**config.mk**
```make
export PLATFORM = sky130hd
export DESIGN_NAME = motor_command_frame_receiver
export DESIGN_NICKNAME = d
export VERILOG_FILES = /design/src/rtl/mcfr_pkg.sv /design/src/rtl/motor_command_frame_receiver.sv /design/src/rtl/mcfr_frame_store.sv /design/src/rtl/mcfr_frame_check.sv /design/src/rtl/mcfr_cmd_decode.sv
export VERILOG_INCLUDE_DIRS = /design/src /design/src/rtl
export SDC_FILE = /design/constraint.sdc
export NUM_CORES = 1
export LEC_CHECK = 0
export BUFFER_PORTS_ARGS = -buffer_cell sky130_fd_sc_hd__buf_4
export CAP_MARGIN = 20
export CORE_MARGIN = 10
export CORE_UTILIZATION = 37
export DETAILED_ROUTE_END_ITERATION = 12
export HOLD_SLACK_MARGIN = 0.15
export PLACE_DENSITY = 0.57
export SETUP_SLACK_MARGIN = 0.02
export SYNTH_ARGS = -nofsm -noshare
export SYNTH_HDL_FRONTEND = slang
export SYNTH_SLANG_ARGS = --single-unit
```
**constraint.sdc**
```tcl
create_clock -name aclk -period 6.65 [get_ports aclk]
set_clock_uncertainty 0.05 [all_clocks]
set_input_delay 0.3325 -clock aclk [delete_from_list [all_inputs] [get_ports aclk]]
set_output_delay 0.3325 -clock aclk [all_outputs]
set_load 0.1 [all_outputs]
```
**src/rtl/assert_macros.svh**
```systemverilog
// Assertion macros shared by the receiver RTL.
// Plain text macros only; no other dependencies.
`ifndef ASSERT_MACROS_SVH
`define ASSERT_MACROS_SVH

// Checked at every rising edge of clk, switched off while rstn is low.
`define ASSERT_RST(lbl, clk, rstn, prop, msg) \
    lbl: assert property (@(posedge clk) disable iff (!rstn) prop) else $error(msg);

// Checked at every rising edge of clk, reset included.
`define ASSERT_ALWAYS(lbl, clk, prop, msg) \
    lbl: assert property (@(posedge clk) prop) else $error(msg);

`endif

```
**src/rtl/mcfr_pkg.sv**
```systemverilog
// Shared types and constants of the motor command frame receiver.
// No dependencies; used by every module in rtl/.
`timescale 1ns / 1ps

package mcfr_pkg;

    // Register indexes of the configuration port
    localparam logic [2:0] CFG_HEADER  = 3'd0;
    localparam logic [2:0] CFG_TRAILER = 3'd1;
    localparam logic [2:0] CFG_ENABLE  = 3'd2;
    localparam logic [2:0] CFG_DISABLE = 3'd3;

    // Register reset values
    localparam logic [7:0] HEADER_RST  = 8'h53;
    localparam logic [7:0] TRAILER_RST = 8'h45;
    localparam logic [7:0] ENABLE_RST  = 8'h01;
    localparam logic [7:0] DISABLE_RST = 8'h00;

    // First byte of a command burst ('A')
    localparam logic [7:0] CMD_MARK = 8'h41;

    // Number of motor slots on the result port
    localparam int MAX_MOTORS = 4;

    typedef enum logic [1:0] {
        REQ_NONE  = 2'd0,
        REQ_START = 2'd1,
        REQ_STOP  = 2'd2
    } motor_req_t;

    // Control from the top level to the frame store
    typedef struct packed {
        logic write;   // a word is consumed this cycle
        logic last;    // it ends the burst
        logic clear;   // the frame passed its check: wipe the store
    } store_ctrl_t;

    // Frame check result
    typedef struct packed {
        logic                             frame_valid;
        logic [MAX_MOTORS-1:0][15:0]      preload;
        logic [MAX_MOTORS-1:0][15:0]      direction;
    } check_res_t;

    // Command decode result
    typedef struct packed {
        logic       command_seen;
        logic       report_enable;
        motor_req_t request;
    } cmd_res_t;

endpackage

```
**src/rtl/motor_command_frame_receiver.sv**
```systemverilog
// Top level of the motor command frame receiver.
// Depends on mcfr_pkg, mcfr_frame_store, mcfr_frame_check, mcfr_cmd_decode
// and assert_macros.svh.
//
// Usage:
// - Input channel (s_valid/s_ready): one received byte per word, with
//   s_burst_end high on the last byte of a burst.
// - Result channel (m_valid/m_ready): one word per burst end, carrying the
//   frame check verdict, four motor preload/direction pairs (zero unless
//   the frame is valid), report enable, motor request and command flag.
// - Configuration: cfg_wr_en writes cfg_wr_data into register cfg_index
//   (0 header, 1 trailer, 2 enable code, 3 disable code); others ignored.
// - Throughput: one word per cycle while no burst-ending word waits for the
//   result register; store update, checksum tree and command decode complete in the input register.
// - Result: a burst-ending word passes from the input register into the
//   result register once that is free, and m_valid then rises.
// - Stall: while a result waits, bytes that do not end a burst keep flowing;
//   a burst-ending byte waits in the input register, and s_ready drops
//   only when that register is full and cannot drain.
// - Reset (aresetn low, synchronous): store cleared, write position zero,
//   report enable off, registers back to defaults, both channels empty.
`timescale 1ns / 1ps
`include "assert_macros.svh"

module motor_command_frame_receiver #(
    parameter int FRAME_BYTES = 32,
    parameter int MOTOR_COUNT = 4
) (
    input  logic        aclk,
    input  logic        aresetn,

    input  logic        cfg_wr_en,
    input  logic [2:0]  cfg_index,
    input  logic [7:0]  cfg_wr_data,

    input  logic        s_valid,
    output logic        s_ready,
    input  logic [7:0]  s_rx_byte,
    input  logic        s_burst_end,

    output logic        m_valid,
    input  logic        m_ready,
    output logic        m_frame_valid,
    output logic [15:0] m_preload_0,
    output logic [15:0] m_direction_0,
    output logic [15:0] m_preload_1,
    output logic [15:0] m_direction_1,
    output logic [15:0] m_preload_2,
    output logic [15:0] m_direction_2,
    output logic [15:0] m_preload_3,
    output logic [15:0] m_direction_3,
    output logic        m_report_enable,
    output logic [1:0]  m_motor_request,
    output logic        m_command_seen
);

    // Configuration registers
    logic [7:0] header_reg, trailer_reg, enable_reg, disable_reg;

    always_ff @(posedge aclk) begin
        if (!aresetn) begin
            header_reg  <= mcfr_pkg::HEADER_RST;
            trailer_reg <= mcfr_pkg::TRAILER_RST;
            enable_reg  <= mcfr_pkg::ENABLE_RST;
            disable_reg <= mcfr_pkg::DISABLE_RST;
        end else if (cfg_wr_en) begin
            unique case (cfg_index)
                mcfr_pkg::CFG_HEADER:  header_reg  <= cfg_wr_data;
                mcfr_pkg::CFG_TRAILER: trailer_reg <= cfg_wr_data;
                mcfr_pkg::CFG_ENABLE:  enable_reg  <= cfg_wr_data;
                mcfr_pkg::CFG_DISABLE: disable_reg <= cfg_wr_data;
                default: ;
            endcase
        end
    end

    // Input register and handshake
    logic       in_vld_reg, in_vld_next;
    logic [7:0] in_byte_reg, in_byte_next;
    logic       in_last_reg, in_last_next;
    logic       out_free, proc_fire, res_load, s_fire;

    assign out_free  = !m_valid || m_ready;
    assign proc_fire = in_vld_reg && (!in_last_reg || out_free);
    assign res_load  = proc_fire && in_last_reg;
    assign s_ready   = !in_vld_reg || proc_fire;
    assign s_fire    = s_valid && s_ready;

    always_comb begin
        in_vld_next  = s_fire || (in_vld_reg && !proc_fire);
        in_byte_next = s_fire ? s_rx_byte   : in_byte_reg;
        in_last_next = s_fire ? s_burst_end : in_last_reg;
    end

    always_ff @(posedge aclk) begin
        if (!aresetn) begin
            in_vld_reg <= 1'b0;
        end else begin
            in_vld_reg <= in_vld_next;
        end
    end

    always_ff @(posedge aclk) begin
        in_byte_reg <= in_byte_next;
        in_last_reg <= in_last_next;
    end

    // Store, frame check and command decode
    logic [FRAME_BYTES-1:0][7:0] view;
    mcfr_pkg::store_ctrl_t       store_ctrl;
    mcfr_pkg::check_res_t        chk_res;
    mcfr_pkg::cmd_res_t          cmd_res;

    assign store_ctrl.write = proc_fire;
    assign store_ctrl.last  = in_last_reg;
    assign store_ctrl.clear = in_last_reg && chk_res.frame_valid;

    mcfr_frame_store #(
        .FRAME_BYTES (FRAME_BYTES)
    ) u_store (
        .aclk    (aclk),
        .aresetn (aresetn),
        .ctrl    (store_ctrl),
        .rx_byte (in_byte_reg),
        .view    (view)
    );

    mcfr_frame_check #(
        .FRAME_BYTES (FRAME_BYTES),
        .MOTOR_COUNT (MOTOR_COUNT)
    ) u_check (
        .view         (view),
        .header_byte  (header_reg),
        .trailer_byte (trailer_reg),
        .res          (chk_res)
    );

    mcfr_cmd_decode u_cmd (
        .aclk         (aclk),
        .aresetn      (aresetn),
        .update       (res_load),
        .byte0        (view[0]),
        .byte1        (view[1]),
        .byte2        (view[2]),
        .enable_code  (enable_reg),
        .disable_code (disable_reg),
        .res          (cmd_res)
    );

    // Result register
    logic                 out_vld_reg, out_vld_next;
    mcfr_pkg::check_res_t out_chk_reg, out_chk_next;
    mcfr_pkg::cmd_res_t   out_cmd_reg, out_cmd_next;

    always_comb begin
        out_vld_next = res_load || (out_vld_reg && !m_ready);
        out_chk_next = res_load ? chk_res : out_chk_reg;
        out_cmd_next = res_load ? cmd_res : out_cmd_reg;
    end

    always_ff @(posedge aclk) begin
        if (!aresetn) begin
            out_vld_reg <= 1'b0;
        end else begin
            out_vld_reg <= out_vld_next;
        end
    end

    always_ff @(posedge aclk) begin
        out_chk_reg <= out_chk_next;
        out_cmd_reg <= out_cmd_next;
    end

    assign m_valid         = out_vld_reg;
    assign m_frame_valid   = out_chk_reg.frame_valid;
    assign m_preload_0     = out_chk_reg.preload[0];
    assign m_direction_0   = out_chk_reg.direction[0];
    assign m_preload_1     = out_chk_reg.preload[1];
    assign m_direction_1   = out_chk_reg.direction[1];
    assign m_preload_2     = out_chk_reg.preload[2];
    assign m_direction_2   = out_chk_reg.direction[2];
    assign m_preload_3     = out_chk_reg.preload[3];
    assign m_direction_3   = out_chk_reg.direction[3];
    assign m_report_enable = out_cmd_reg.report_enable;
    assign m_motor_request = out_cmd_reg.request;
    assign m_command_seen  = out_cmd_reg.command_seen;

    // Assertions
    `ASSERT_RST(a_req_needs_cmd, aclk, aresetn, (m_valid && m_motor_request != mcfr_pkg::REQ_NONE) |-> m_command_seen, "motor request without command burst")
    `ASSERT_RST(a_bad_frame_zero, aclk, aresetn, (m_valid && !m_frame_valid) |-> (m_preload_0 == 16'd0 && m_direction_0 == 16'd0 && m_preload_3 == 16'd0 && m_direction_3 == 16'd0), "motor fields set on failed frame")
    `ASSERT_RST(a_result_from_last, aclk, aresetn, $rose(m_valid) |-> $past(in_vld_reg && in_last_reg), "result word without burst end")
    `ASSERT_ALWAYS(a_ready_when_empty, aclk, (aresetn && !in_vld_reg) |-> s_ready, "input stage empty but not ready")

endmodule

```
**src/rtl/mcfr_frame_store.sv**
```systemverilog
// Frame byte store with its write position.
// Presents the store as it looks once the current word is written.
// Depends on mcfr_pkg.
`timescale 1ns / 1ps

module mcfr_frame_store #(
    parameter int FRAME_BYTES = 32
) (
    input  logic                             aclk,
    input  logic                             aresetn,
    input  mcfr_pkg::store_ctrl_t            ctrl,
    input  logic [7:0]                       rx_byte,
    output logic [FRAME_BYTES-1:0][7:0]      view
);

    localparam int WPOS_W = $clog2(FRAME_BYTES + 1);

    logic [FRAME_BYTES-1:0][7:0] store_reg, store_next;
    logic [WPOS_W-1:0]           wpos_reg, wpos_next;
    logic                        wpos_open;

    assign wpos_open = wpos_reg < WPOS_W'(FRAME_BYTES);

    // Current word overlays its slot; a full frame drops the word
    always_comb begin
        for (int i = 0; i < FRAME_BYTES; i++) begin
            if (wpos_open && wpos_reg == WPOS_W'(i)) begin
                view[i] = rx_byte;
            end else begin
                view[i] = store_reg[i];
            end
        end
    end

    // Store and position update
    always_comb begin
        store_next = store_reg;
        wpos_next  = wpos_reg;
        if (ctrl.write) begin
            store_next = ctrl.clear ? '0 : view;
            if (ctrl.last) begin
                wpos_next = '0;
            end else if (wpos_open) begin
                wpos_next = wpos_reg + WPOS_W'(1);
            end
        end
    end

    always_ff @(posedge aclk) begin
        if (!aresetn) begin
            store_reg <= '0;
            wpos_reg  <= '0;
        end else begin
            store_reg <= store_next;
            wpos_reg  <= wpos_next;
        end
    end

endmodule

```
**src/rtl/mcfr_frame_check.sv**
```systemverilog
// Frame check: header, trailer and XOR checksum, plus motor field extraction.
// Purely combinational; depends on mcfr_pkg.
`timescale 1ns / 1ps

module mcfr_frame_check #(
    parameter int FRAME_BYTES = 32,
    parameter int MOTOR_COUNT = 4
) (
    input  logic [FRAME_BYTES-1:0][7:0] view,
    input  logic [7:0]                  header_byte,
    input  logic [7:0]                  trailer_byte,
    output mcfr_pkg::check_res_t        res
);

    logic [7:0] chk;
    logic       valid;

    // XOR over every byte ahead of the checksum slot
    always_comb begin
        chk = '0;
        for (int i = 0; i < FRAME_BYTES - 2; i++) begin
            chk = chk ^ view[i];
        end
    end

    assign valid = (view[0] == header_byte)
                && (view[FRAME_BYTES-1] == trailer_byte)
                && (view[FRAME_BYTES-2] == chk);

    // Little-endian pairs, four bytes per motor from byte 2; zero when unused or on a failed check
    always_comb begin
        res.frame_valid = valid;
        for (int k = 0; k < mcfr_pkg::MAX_MOTORS; k++) begin
            if (valid && k < MOTOR_COUNT) begin
                res.preload[k]   = {view[4*k+3], view[4*k+2]};
                res.direction[k] = {view[4*k+5], view[4*k+4]};
            end else begin
                res.preload[k]   = '0;
                res.direction[k] = '0;
            end
        end
    end

endmodule

```
**src/rtl/mcfr_cmd_decode.sv**
```systemverilog
// Command decode for bursts that open with 'A'; holds the report enable flag.
// Depends on mcfr_pkg.
`timescale 1ns / 1ps

module mcfr_cmd_decode (
    input  logic                aclk,
    input  logic                aresetn,
    input  logic                update,
    input  logic [7:0]          byte0,
    input  logic [7:0]          byte1,
    input  logic [7:0]          byte2,
    input  logic [7:0]          enable_code,
    input  logic [7:0]          disable_code,
    output mcfr_pkg::cmd_res_t  res
);

    logic report_reg, report_next;
    logic cmd;

    assign cmd = (byte0 == mcfr_pkg::CMD_MARK);

    // Enable wins when both codes match; other codes change nothing
    always_comb begin
        report_next = report_reg;
        res.request = mcfr_pkg::REQ_NONE;
        if (cmd) begin
            priority if (byte1 == enable_code) begin
                report_next = 1'b1;
            end else if (byte1 == disable_code) begin
                report_next = 1'b0;
            end else begin
                report_next = report_reg;
            end
            priority if (byte2 == enable_code) begin
                res.request = mcfr_pkg::REQ_START;
            end else if (byte2 == disable_code) begin
                res.request = mcfr_pkg::REQ_STOP;
            end else begin
                res.request = mcfr_pkg::REQ_NONE;
            end
        end
        res.command_seen  = cmd;
        res.report_enable = report_next;
    end

    always_ff @(posedge aclk) begin
        if (!aresetn) begin
            report_reg <= 1'b0;
        end else if (update) begin
            report_reg <= report_next;
        end
    end

endmodule

```
==> Word-level counts from Yosys, hierarchy flattened <==
Cells that the tools add are included.
Widths: inputs -> output; s select.
{ "totals": {"register_bits": 439, "inputBits": 25} }
{ "op_classes": {"add_sub_neg": 1, "order_cmp": 1, "n_eq_ne": 42, "n_mux": 40, "bitwise_logic": 30, "reduce_logical": 59} }
{ "op_table": {"columns": ["op", "n"], "rows": [
  ["$mux 256", 1],
  ["$mux 8", 32],
  ["$xor 8x8->8", 29],
  ["$eq 6x5->1 const B", 16],
  ["$eq 8x8->1", 7],
  ["$eq 6x4->1 const B", 8],
  ["$logic_and 1x1->1", 40],
  ["$eq 6x3->1 const B", 4],
  ["$eq 6x2->1 const B", 2],
  ["$mux 6", 2],
  ["$reduce_and 2->1", 5],
  ["$eq 8x7->1 const B", 1],
  ["$add 6x1->6 const B", 1],
  ["$eq 3x2->1 const B", 2],
  ["$eq 6x1->1 const B", 1],
  ["$logic_not 6->1", 1],
  ["$lt 6x6->1 const B", 1],
  ["$logic_not 1->1", 5],
  ["$logic_or 1x1->1", 5],
  ["$mux 1", 4],
  ["$eq 3x1->1 const B", 1],
  ["$logic_not 3->1", 1],
  ["$mux 2", 1],
  ["$reduce_bool 2->1", 1],
  ["other kinds (2)", 2]
]} }

==> Longest topological paths before layout <==
Gate-level depths: netlist (run 1).
{ "depth": {"depth_word": 36, "ltp_mapped": 20} }

==> Modules after synthesis <==
A second synthesis (run 1) with hierarchy kept.
{ "unflattened": {"cells_unflattened": 1928, "hier_area_um2": 22983.3} }
{ "by_module_without_submodules": {"columns": ["mod", "instances", "cells_each", "area_per_inst_um2", "seq_area_each_um2"], "rows": [
  ["mcfr_frame_store", 1, 1060, 12070.3, 5245.0],
  ["motor_command_frame_receiver", 1, 277, 5646.7, 4944.7],
  ["mcfr_frame_check", 1, 532, 4765.8, 0.0],
  ["mcfr_cmd_decode", 1, 59, 500.5, 20.0]
]} }

==> Worst setup path before layout (run 1) <==
Ideal clock, no wire load.
{ "synth_timing": {"kind": "reg2reg", "from": "reg out_vld_reg, in the netlist m_valid", "to": "reg out_cmd_reg, in the netlist m_command_seen (enable)", "t_arrival_ns": 4.086, "slack_ns": 2.028, "path_stages_with_launch": 7, "n_path_buf": 1, "synth_period_minus_slack_ns": 4.622, "path_cell_list": "dfxtp_1 > nor2b_1 > nand2_1 > and2_1 > clkbuf_1 > nand2_1 > inv_1"} }
{ "synth_between": {"elab_chain_cells": 5} }
{ "synth_rtl": {"columns": ["item", "line", "text"], "rows": [
  ["start, declared", "motor_command_frame_receiver.sv:151", "logic out_vld_reg, out_vld_next;"],
  ["start signal, assigned", "motor_command_frame_receiver.sv:165", "out_vld_reg <= out_vld_next;"],
  ["$logic_not 1->1", "motor_command_frame_receiver.sv:83", "assign out_free = !m_valid || m_ready;"],
  ["$logic_or 1x1->1", "motor_command_frame_receiver.sv:83", null],
  ["$logic_or 1x1->1", "motor_command_frame_receiver.sv:84", "assign proc_fire = in_vld_reg && (!in_last_reg || out_free);"],
  ["$logic_and 1x1->1", "motor_command_frame_receiver.sv:84", null],
  ["$logic_and 1x1->1", "motor_command_frame_receiver.sv:85", "assign res_load = proc_fire && in_last_reg;"],
  ["net res_load", "motor_command_frame_receiver.sv:81", "logic out_free, proc_fire, res_load, s_fire;"],
  ["end signal, assigned", "motor_command_frame_receiver.sv:171", "out_cmd_reg <= out_cmd_next;"],
  ["end, declared", "motor_command_frame_receiver.sv:153", "mcfr_pkg::cmd_res_t out_cmd_reg, out_cmd_next;"]
]} }
The timed path passes the listed nets, and every way through them passes these cells.
A chain may end at the register's enable or synchronous reset.

==> Final worst setup path (run 1) <==
{ "layout_timing": {"from": "reg u_store.wpos_reg[2]", "to": "reg u_store.store_reg[228] (netlist name)"} }
{ "layout_between": {"elab_chain_cells": 36, "elab_cells_between_ends": 133, "cone_classes": "order compare (1); eq/ne (34); mux (33); bitwise (29); reduce/logical (36)"} }
{ "layout_rtl": {"columns": ["item", "line", "text"], "rows": [
  ["start, declared", "mcfr_frame_store.sv:19", "logic [WPOS_W-1:0] wpos_reg, wpos_next;"],
  ["start signal, assigned", "mcfr_frame_store.sv:55", "wpos_reg <= wpos_next;"],
  ["$lt 6x6->1 (tied with other cells)", "mcfr_frame_store.sv:22", "assign wpos_open = wpos_reg < WPOS_W'(FRAME_BYTES);"],
  ["$logic_and 1x1->1", "mcfr_frame_store.sv:27", "if (wpos_open && wpos_reg == WPOS_W'(i)) begin"],
  ["$mux 8", "mcfr_frame_store.sv:27", null],
  ["$xor 8x8->8 (29 in series)", "mcfr_frame_check.sv:22", "chk = chk ^ view[i];"],
  ["$eq 8x8->1", "mcfr_frame_check.sv:28", "&& (view[FRAME_BYTES-2] == chk);"],
  ["$logic_and 1x1->1", "mcfr_frame_check.sv:28", null],
  ["$logic_and 1x1->1", "motor_command_frame_receiver.sv:116", "assign store_ctrl.clear = in_last_reg && chk_res.frame_valid;"],
  ["$mux 256 (*)", "mcfr_frame_store.sv:40", "store_next = ctrl.clear ? '0 : view;"],
  ["end signal, assigned", "mcfr_frame_store.sv:54", "store_reg <= store_next;"],
  ["end, declared", "mcfr_frame_store.sv:18", "logic [FRAME_BYTES-1:0][7:0] store_reg, store_next;"]
]} }
Every way passes the cells marked *; elsewhere a longest branch is shown, timed or not.

==> results of run 1 <==
==> per-stage QoR <==
step / area, µm² / instances / setup slack [ps] / hold slack [ps]
2_1_floorplan: 25800 / 3183 / 2030 / 381
3_3_place_gp: 28200 / 4123 / 920 / 388
3_5_place_dp: 28200 / 4123 / 934 / 393
4_1_cts: 30200 / 4245 / 899 / 158
5_1_grt: 30200 / 4245 / 548 / 175
6_report: 30200 / 4245 / 651 / 181
==> cells in the mapped netlist, types with 7 or more instances <==
| library cell | instances |
|---|---|
| clkbuf_1 | 158 |
| or3_1 | 13 |
| nand2_1 | 672 |
| nor4_1 | 18 |
| a21oi_1 | 322 |
| a31oi_1 | 94 |
| o22ai_1 | 171 |
| buf_1 | 23 |
| mux2i_1 | 24 |
| o211ai_1 | 11 |
| a211oi_1 | 9 |
| edfxtp_1 | 142 |
| a21bo_2 | 17 |
| buf_4 | 13 |
| o221ai_1 | 18 |
| a2bb2oi_1 | 10 |
| nand3_1 | 184 |
| nor3_1 | 41 |
| and3_1 | 18 |
| a221oi_1 | 8 |
| o22a_1 | 7 |
| o32ai_1 | 11 |
| o311ai_0 | 17 |
| nand4_1 | 42 |
| or4_1 | 31 |
| nor2_1 | 96 |
| a22oi_1 | 12 |
| nand2b_1 | 7 |
| dfxtp_1 | 297 |
| o21ai_0 | 115 |
| xnor2_1 | 159 |
| xnor3_1 | 15 |
| xor2_1 | 116 |
| inv_1 | 31 |
| buf_2 | 93 |
| a221o_1 | 13 |
| and2_1 | 20 |
| nand3b_1 | 15 |
| a22o_1 | 10 |
==> final timing paths <==
path | slack (ps) | to | startpoint
max | 650 | u_store.store_reg[228]$_SDFFE_PN0P_ | u_store.wpos_reg[2]$_SDFFE_PN0P_
min | 180 | header_reg[4]$_SDFFE_PN1P_ | aresetn
max reg2reg | 650 | u_store.store_reg[228]$_SDFFE_PN0P_ | u_store.wpos_reg[2]$_SDFFE_PN0P_
min reg2reg | 400 | u_store.store_reg[21]$_SDFFE_PN0P_ | u_store.store_reg[21]$_SDFFE_PN0P_
==> routing by layer <==
layer  global-route usage  wire length [µm]  part of all wire
met3               0.0464             10200             0.096
met1                0.340             44800              0.42
met4                0.127              5750             0.054
met2                0.377             46200              0.43
met5                    0                 0                 0
==> layout make-up <==
cell class,count,share of cell area
multi-input cells,2423,0.474
flip-flops and latches,439,0.338
repair buffers,321,0.0872
inverters,33,0.00435
clock inverters,19,0.00630
well taps,931,0.0386
clock buffers,79,0.0519
==> logic make-up after synthesis <==
group | synth area share
and+or+nand+nor | 0.211
AOI/OAI and AO/OA | 0.219
DFF | 0.395
buffers and inverters | 0.0533
xor gates and xnor gates | 0.108
muxes | 0.0120
adders and majority gates | 0.00194
==> where the power goes <==
part	switching, µW	internal (µW)	total [µW]	leakage (µW)
sequential	26.8	2790	2810	0.00380
combinational	416	160	576	0.00552
clock	1220	1740	2960	0.000857
==> impl_metrics.csv, run 1 <==
group,metric,value,unit
synthesis,synthTopCellsByArea,"dfxtp_1 23%, edfxtp_1 16%, nand2_1 9.8%, a21oi_1 6.2%, xnor2_1 5.4%",
clock_tree,cts.sinks,439,
finish,utilization,0.438,
power_and_ir_drop,total_power,6350,µW
timing,final.min_clock_period,6000,ps
synthesis,synth_nets,3212,
synthesis,synth_ff_type,"dfxtp_1",
synthesis,syn_inst,3183,
route,dr.pass1.iters,6,
critical_path,timing.critical_path.mode_cell,"xnor3_1",
critical_path,worstRegToRegCells,13,
critical_path,worstPathMaxFanout,34,
synthesis,synth-edff-count,142,
finish,drive_gt1_frac,0.134,
timing,rsz0062_at_grt,"no",
timing,worstMarginPinSlew,1200,ps
power_and_ir_drop,powerDensity,210,mW/mm²
hold_path,hold_path_class,"primary input to register",
clock_tree,cts_tree,"built",
floorplan,start_util,0.375,
synthesis,yosysSeqAreaShare,0.395,
critical_path,crit_chain,"nor2_2 > nand2_1 > nor3_1 > nor3_1 > nand3_1 > xnor3_1 > xnor3_1 > xnor3_1 > nor4_4 > nand3_4 > o21ai_4 > buf_12 > o22ai_1",
finish,multi_input_area,0.0143,mm²
route,vias_per_cell,6.07,
synthesis,yosys.area.top_type_share,0.230,
critical_path,critPathCaptureType,"register",
clock_tree,cts.clk_slew.worst_paths,60,ps
clock_tree,cts_max_level,2,
floorplan,io_pins,160,
placement,port_buffers,159,
clock_tree,cts_setup_buffers,0,
grt,grt_pass1_wl,157000,µm
synthesis,yosysUniqueCellTypes,90,
finish,final_cell_mix,"671 x nand2_1, 322 x a21oi_1, 297 x dfxtp_1",
clock_tree,cts_root_buf,"clkbuf_16",
critical_path,startpoint_type,"register",
finish,seq_area,0.0102,mm²
flow_run,cap_violations,0,
timing,slew_viol_final,0,
critical_path,crit_buf_inv,1,
power_and_ir_drop,irDropWorstVdd,0.172,mV
finish,fill_cells,6907,
grt,grt_max_degree,150,
grt,antenna_found_initial,1,
critical_path,crit_slowest_cell,"nor2_2",
clock_tree,clock_latency,620,ps
run_status,status,"finished clean",
finish,antenna_cells,0,
floorplan,die_h,284,µm
clock_tree,holdBufCountCts,24,
synthesis,yosysTopAreaCell,"dfxtp_1",
route,vias,25761,
finish,nets,3299,
floorplan,std_cell_rows,96,
clock_tree,clock_path_buffers,3,
synthesis,synthArstFlopShare,0,
finish,final_common_cell,"nand2_1",
grt,grt_usage,0.251,
route,post_drt_wl_per_cell,25.2,µm
route,drtIter0Drc,3340,
floorplan,fp.dieArea,0.0808,mm²
timing,hold_viol,0,
synthesis,syn_area,0.0258,mm²
route,drcViolationCount,0,
critical_path,max_stage_delay,1030,ps
power_and_ir_drop,leakage,0.0102,µW
critical_path,arrival,6410,ps
critical_path,path_class,"register to register",
critical_path,cp.required,7060,ps
timing,setup_tns,0,ps
critical_path,path_depth,13,
route,drtAntennaViolNets,0,
synthesis,synth_seq_cells,439,
synthesis,syn_area_per_cell,8.12,µm²
grt,first_global_vias,23078,
grt,overflow,0,
placement,dp_hpwl,73600,µm
timing,fmax,0.167,GHz
finish,area_growth,16.8,%
floorplan,fp.dieW,284,µm
synthesis,yosys_warnings,0,
placement,gp_congestion,0.987,
hold_path,whs_path_depth,2,
timing,fin_crit_sh,0.902,
critical_path,cp_top_family,"simple AND/OR/NAND/NOR gates",
timing,slew_headroom,0.197,
clock_tree,cts_buffers,52,
timing,setup_viol,0,
route,totalWireLength,107000,µm
finish,largest_reg_flops,256,
floorplan,core_region_area,0.0689,mm²
clock_tree,cts_resized,0,
Note: power is estimated with default switching activity, not from simulation.
==> run 2, diff against run 1 <==
- REMOVE_ABC_BUFFERS: default -> 1
- SYNTH_HIERARCHICAL: default -> 1
==> run 2 against run 1 <==
Net effect: highest routed layer is now met5; fmax decreased by 0.46%; register-to-register slack got worse by 30 ps; critical endpoint is now u_store/store_reg[32]$_SDFFE_PN0P_; non-clock buffer count decreased by 68; area after synthesis decreased by 11%; synthesized cell count decreased by 39%.
==> impl_metrics.csv, run 2 <==
group,metric,value,unit
critical_path,cp.required,7130,ps
route,drtAntennaViolNets,0,
finish,final_cell_mix,"297 x dfxtp_1, 256 x mux2_2, 224 x buf_4",
grt,met2_usage,0.285,
timing,rsz0062_at_grt,"no",
synthesis,synth_ff_type,"dfxtp_1",
clock_tree,cts_resized,0,
critical_path,timing.rr.end,"u_store/store_reg[32]$_SDFFE_PN0P_",
critical_path,crit_buf_inv,2,
critical_path,startpoint_type,"register",
clock_tree,cts_setup_buffers,0,
critical_path,crit_slowest_cell,"dfxtp_1",
finish,antenna_cells,0,
clock_tree,cts_root_buf,"clkbuf_16",
route,drcViolationCount,0,
finish,drive_gt1_frac,0.341,
placement,port_buffers,159,
grt,grtUsageMet1,0.233,
grt,grt_pass1_wl,99500,µm
floorplan,core_region_area,0.0616,mm²
run_status,status,"finished clean",
critical_path,r2r-start,"u_store/wpos_reg[3]$_SDFFE_PN0P_",
timing,slew_viol_final,0,
clock_tree,cts_tree,"built",
critical_path,ff2ff_setup_slack,620,ps
timing,worstMarginPinSlew,1090,ps
route,totalWireLength,65600,µm
clock_tree,cts.clk_slew.worst_paths,60,ps
synthesis,yosysUniqueCellTypes,59,
synthesis,yosysMostFrequentCell,"dfxtp_1",
finish,utilization,0.435,
power_and_ir_drop,seq_power_share,0.457,
floorplan,die_h,269,µm
power_and_ir_drop,switchingPower,1570,µW
power_and_ir_drop,pwr-share-clk,0.454,
route,vias,15525,
placement,dpl.cell_count,2813,
critical_path,critPathCaptureType,"register",
floorplan,std_cell_rows,91,
clock_tree,cts.sinks,439,
synthesis,yosys_warnings,6,
finish,instances_no_fill,2929,
synthesis,yosysTopAreaCell,"dfxtp_1",
critical_path,cp-startpoint,"u_store/wpos_reg[3]$_SDFFE_PN0P_",
synthesis,synthArstFlopShare,0,
critical_path,path_class,"register to register",
route,vias_per_cell,5.30,
critical_path,crit_chain,"nor4bb_4 > and2_1 > mux2_2 > xnor2_1 > xnor2_1 > xnor3_1 > xnor3_1 > nand3_4 > nor3_2 > buf_4 > and2_1 > a21bo_2 > buf_12 > a21oi_1 > a22o_1",
timing,setup_viol,0,
timing,final.min_clock_period,6030,ps
grt,use_met3,0.0285,
finish,final_common_cell,"dfxtp_1",
finish,largest_reg_flops,256,
grt,busiest_layer,"met2",
timing,slew_headroom,0.265,
critical_path,cp_top_family,"simple AND/OR/NAND/NOR gates",
critical_path,worstRegToRegCells,15,
route,drtIter0Drc,1069,
power_and_ir_drop,powerDensity,230,mW/mm²
synthesis,yosysSeqAreaShare,0.444,
finish,fill_cells,5759,
hold_path,hold_path_class,"primary input to register",
floorplan,fp.dieW,269,µm
clock_tree,cts_max_level,2,
synthesis,synth-edff-count,142,
flow_run,cap_violations,0,
clock_tree,holdBufCountCts,24,
grt,first_global_vias,15906,
placement,pre_cts_ws,680,ps
finish,nets,2081,
grt,antenna_found_initial,2,
route,dr.pass1.iters,5,
power_and_ir_drop,irDropWorstVdd,0.145,mV
power_and_ir_drop,p_int,4580,µW
synthesis,yosys.area.top_type_share,0.259,
critical_path,worstPathMaxFanout,22,
critical_path,max_stage_delay,960,ps
route,post_drt_wl_per_cell,22.4,µm
grt,overflow,0,
synthesis,syn_inst,1928,
timing,hold_viol,0,
timing,setup_ws,623,ps
synthesis,syn_area_per_cell,11.9,µm²
timing,fmax,0.166,GHz
power_and_ir_drop,leakage,0.00989,µW
clock_tree,cts_buffers,50,
floorplan,start_util,0.373,
critical_path,path_depth,15,
placement,gp_congestion,0.830,
finish,area_growth,16.5,%
clock_tree,clock_latency,590,ps
power_and_ir_drop,p_sw_frac,0.255,
synthesis,syn_area,0.0230,mm²
grt,grt_usage,0.174,
synthesis,synthTopCellsByArea,"dfxtp_1 26%, edfxtp_1 19%, mux2_2 13%, a22o_1 8.3%, xnor2_1 7.8%",
synthesis,synth_seq_cells,439,
timing,fin_crit_sh,0.906,
synthesis,synthTopCellsByCount,"297 x dfxtp_1, 256 x mux2_2, 217 x a22o_1, 205 x xnor2_1, 142 x edfxtp_1",
power_and_ir_drop,power_frac_comb,0.089,
floorplan,io_pins,160,
grt,grt_max_degree,129,
floorplan,fp.dieArea,0.0725,mm²
critical_path,cp-endpoint,"u_store/store_reg[32]$_SDFFE_PN0P_",
critical_path,arrival,6510,ps
clock_tree,clock_path_buffers,3,
placement,dp_hpwl,44700,µm
[run 2: how the worst min path moves through the flow]
stage,from,endpoint,slack (ps),depth (start not counted)
4_1_cts,aresetn,disable_reg[0]$_SDFFE_PN0P_,170,3
3_5_place_dp,u_store/store_reg[55]$_SDFFE_PN0P_,u_store/store_reg[55]$_SDFFE_PN0P_,400,1
6_report,aresetn,disable_reg[0]$_SDFFE_PN0P_,190,3
2_1_floorplan,u_store/store_reg[135]$_SDFFE_PN0P_,u_store/store_reg[135]$_SDFFE_PN0P_,380,1
3_3_place_gp,u_store/store_reg[31]$_SDFFE_PN0P_,u_store/store_reg[31]$_SDFFE_PN0P_,390,1
5_1_grt,aresetn,disable_reg[0]$_SDFFE_PN0P_,200,3
[run 2: cells by family (layout without fill, tap and decap cells)]
| group | count (synthesis) | in the layout | share of synthesized area |
|---|---|---|---|
| AO/OA/AOI/OAI | 303 | 303 | 0.110 |
| flip-flops | 439 | 439 | 0.444 |
| adder cells (fa/ha/maj) | 4 | 4 | 0.00218 |
| XOR/XNOR | 257 | 257 | 0.118 |
| AND/OR/NAND/NOR | 323 | 323 | 0.122 |
| multiplexers | 288 | 288 | 0.139 |
| buffers and inverters | 314 | 478 | 0.0641 |
[run 2: power by group through the flow]
stage / sequential (µW) / clock (µW) / combinational, µW
floorplan: 2950 / 0 / 256
global placement: 2870 / 0 / 529
detailed placement: 2870 / 0 / 537
CTS: 2810 / 2850 / 548
global route: 2810 / 2950 / 578
finish: 2810 / 2790 / 548
[run 2: cell type report]
class	count	area [µm²]	share of cell area
inverters	133	499	0.0186
clock buffers	79	1500	0.0562
flip-flops and latches	439	10200	0.381
repair buffers	253	2020	0.0755
clock inverters	13	151	0.00566
well taps	837	1050	0.0391
multi-input cells	1175	11300	0.423
[run 2: metal layers]
layer	wire, µm	share of wire	up-vias
li1	-	-	7230
met1	30100	0.46	7773
met2	30800	0.47	414
met3	2990	0.046	106
met4	1710	0.026	2
met5	11	0.00017	-
[run 2: worst min-delay path: stages]
cell	delay, ps
buf_4	270
nand2_1	130
mux2i_1	50
[run 2: stage by stage]
stage | cell area (µm²) | power [µW] | TNS [ps] | hold WS, ps
after global placement | 24900 | 3400 | 0 | 390
after floorplan | 22000 | 3210 | -1489000 | 377
after CTS | 26800 | 6210 | 0 | 174
after global routing | 26800 | 6340 | 0 | 205
after detailed placement | 24900 | 3400 | 0 | 396
final | 26800 | 6150 | 0 | 191
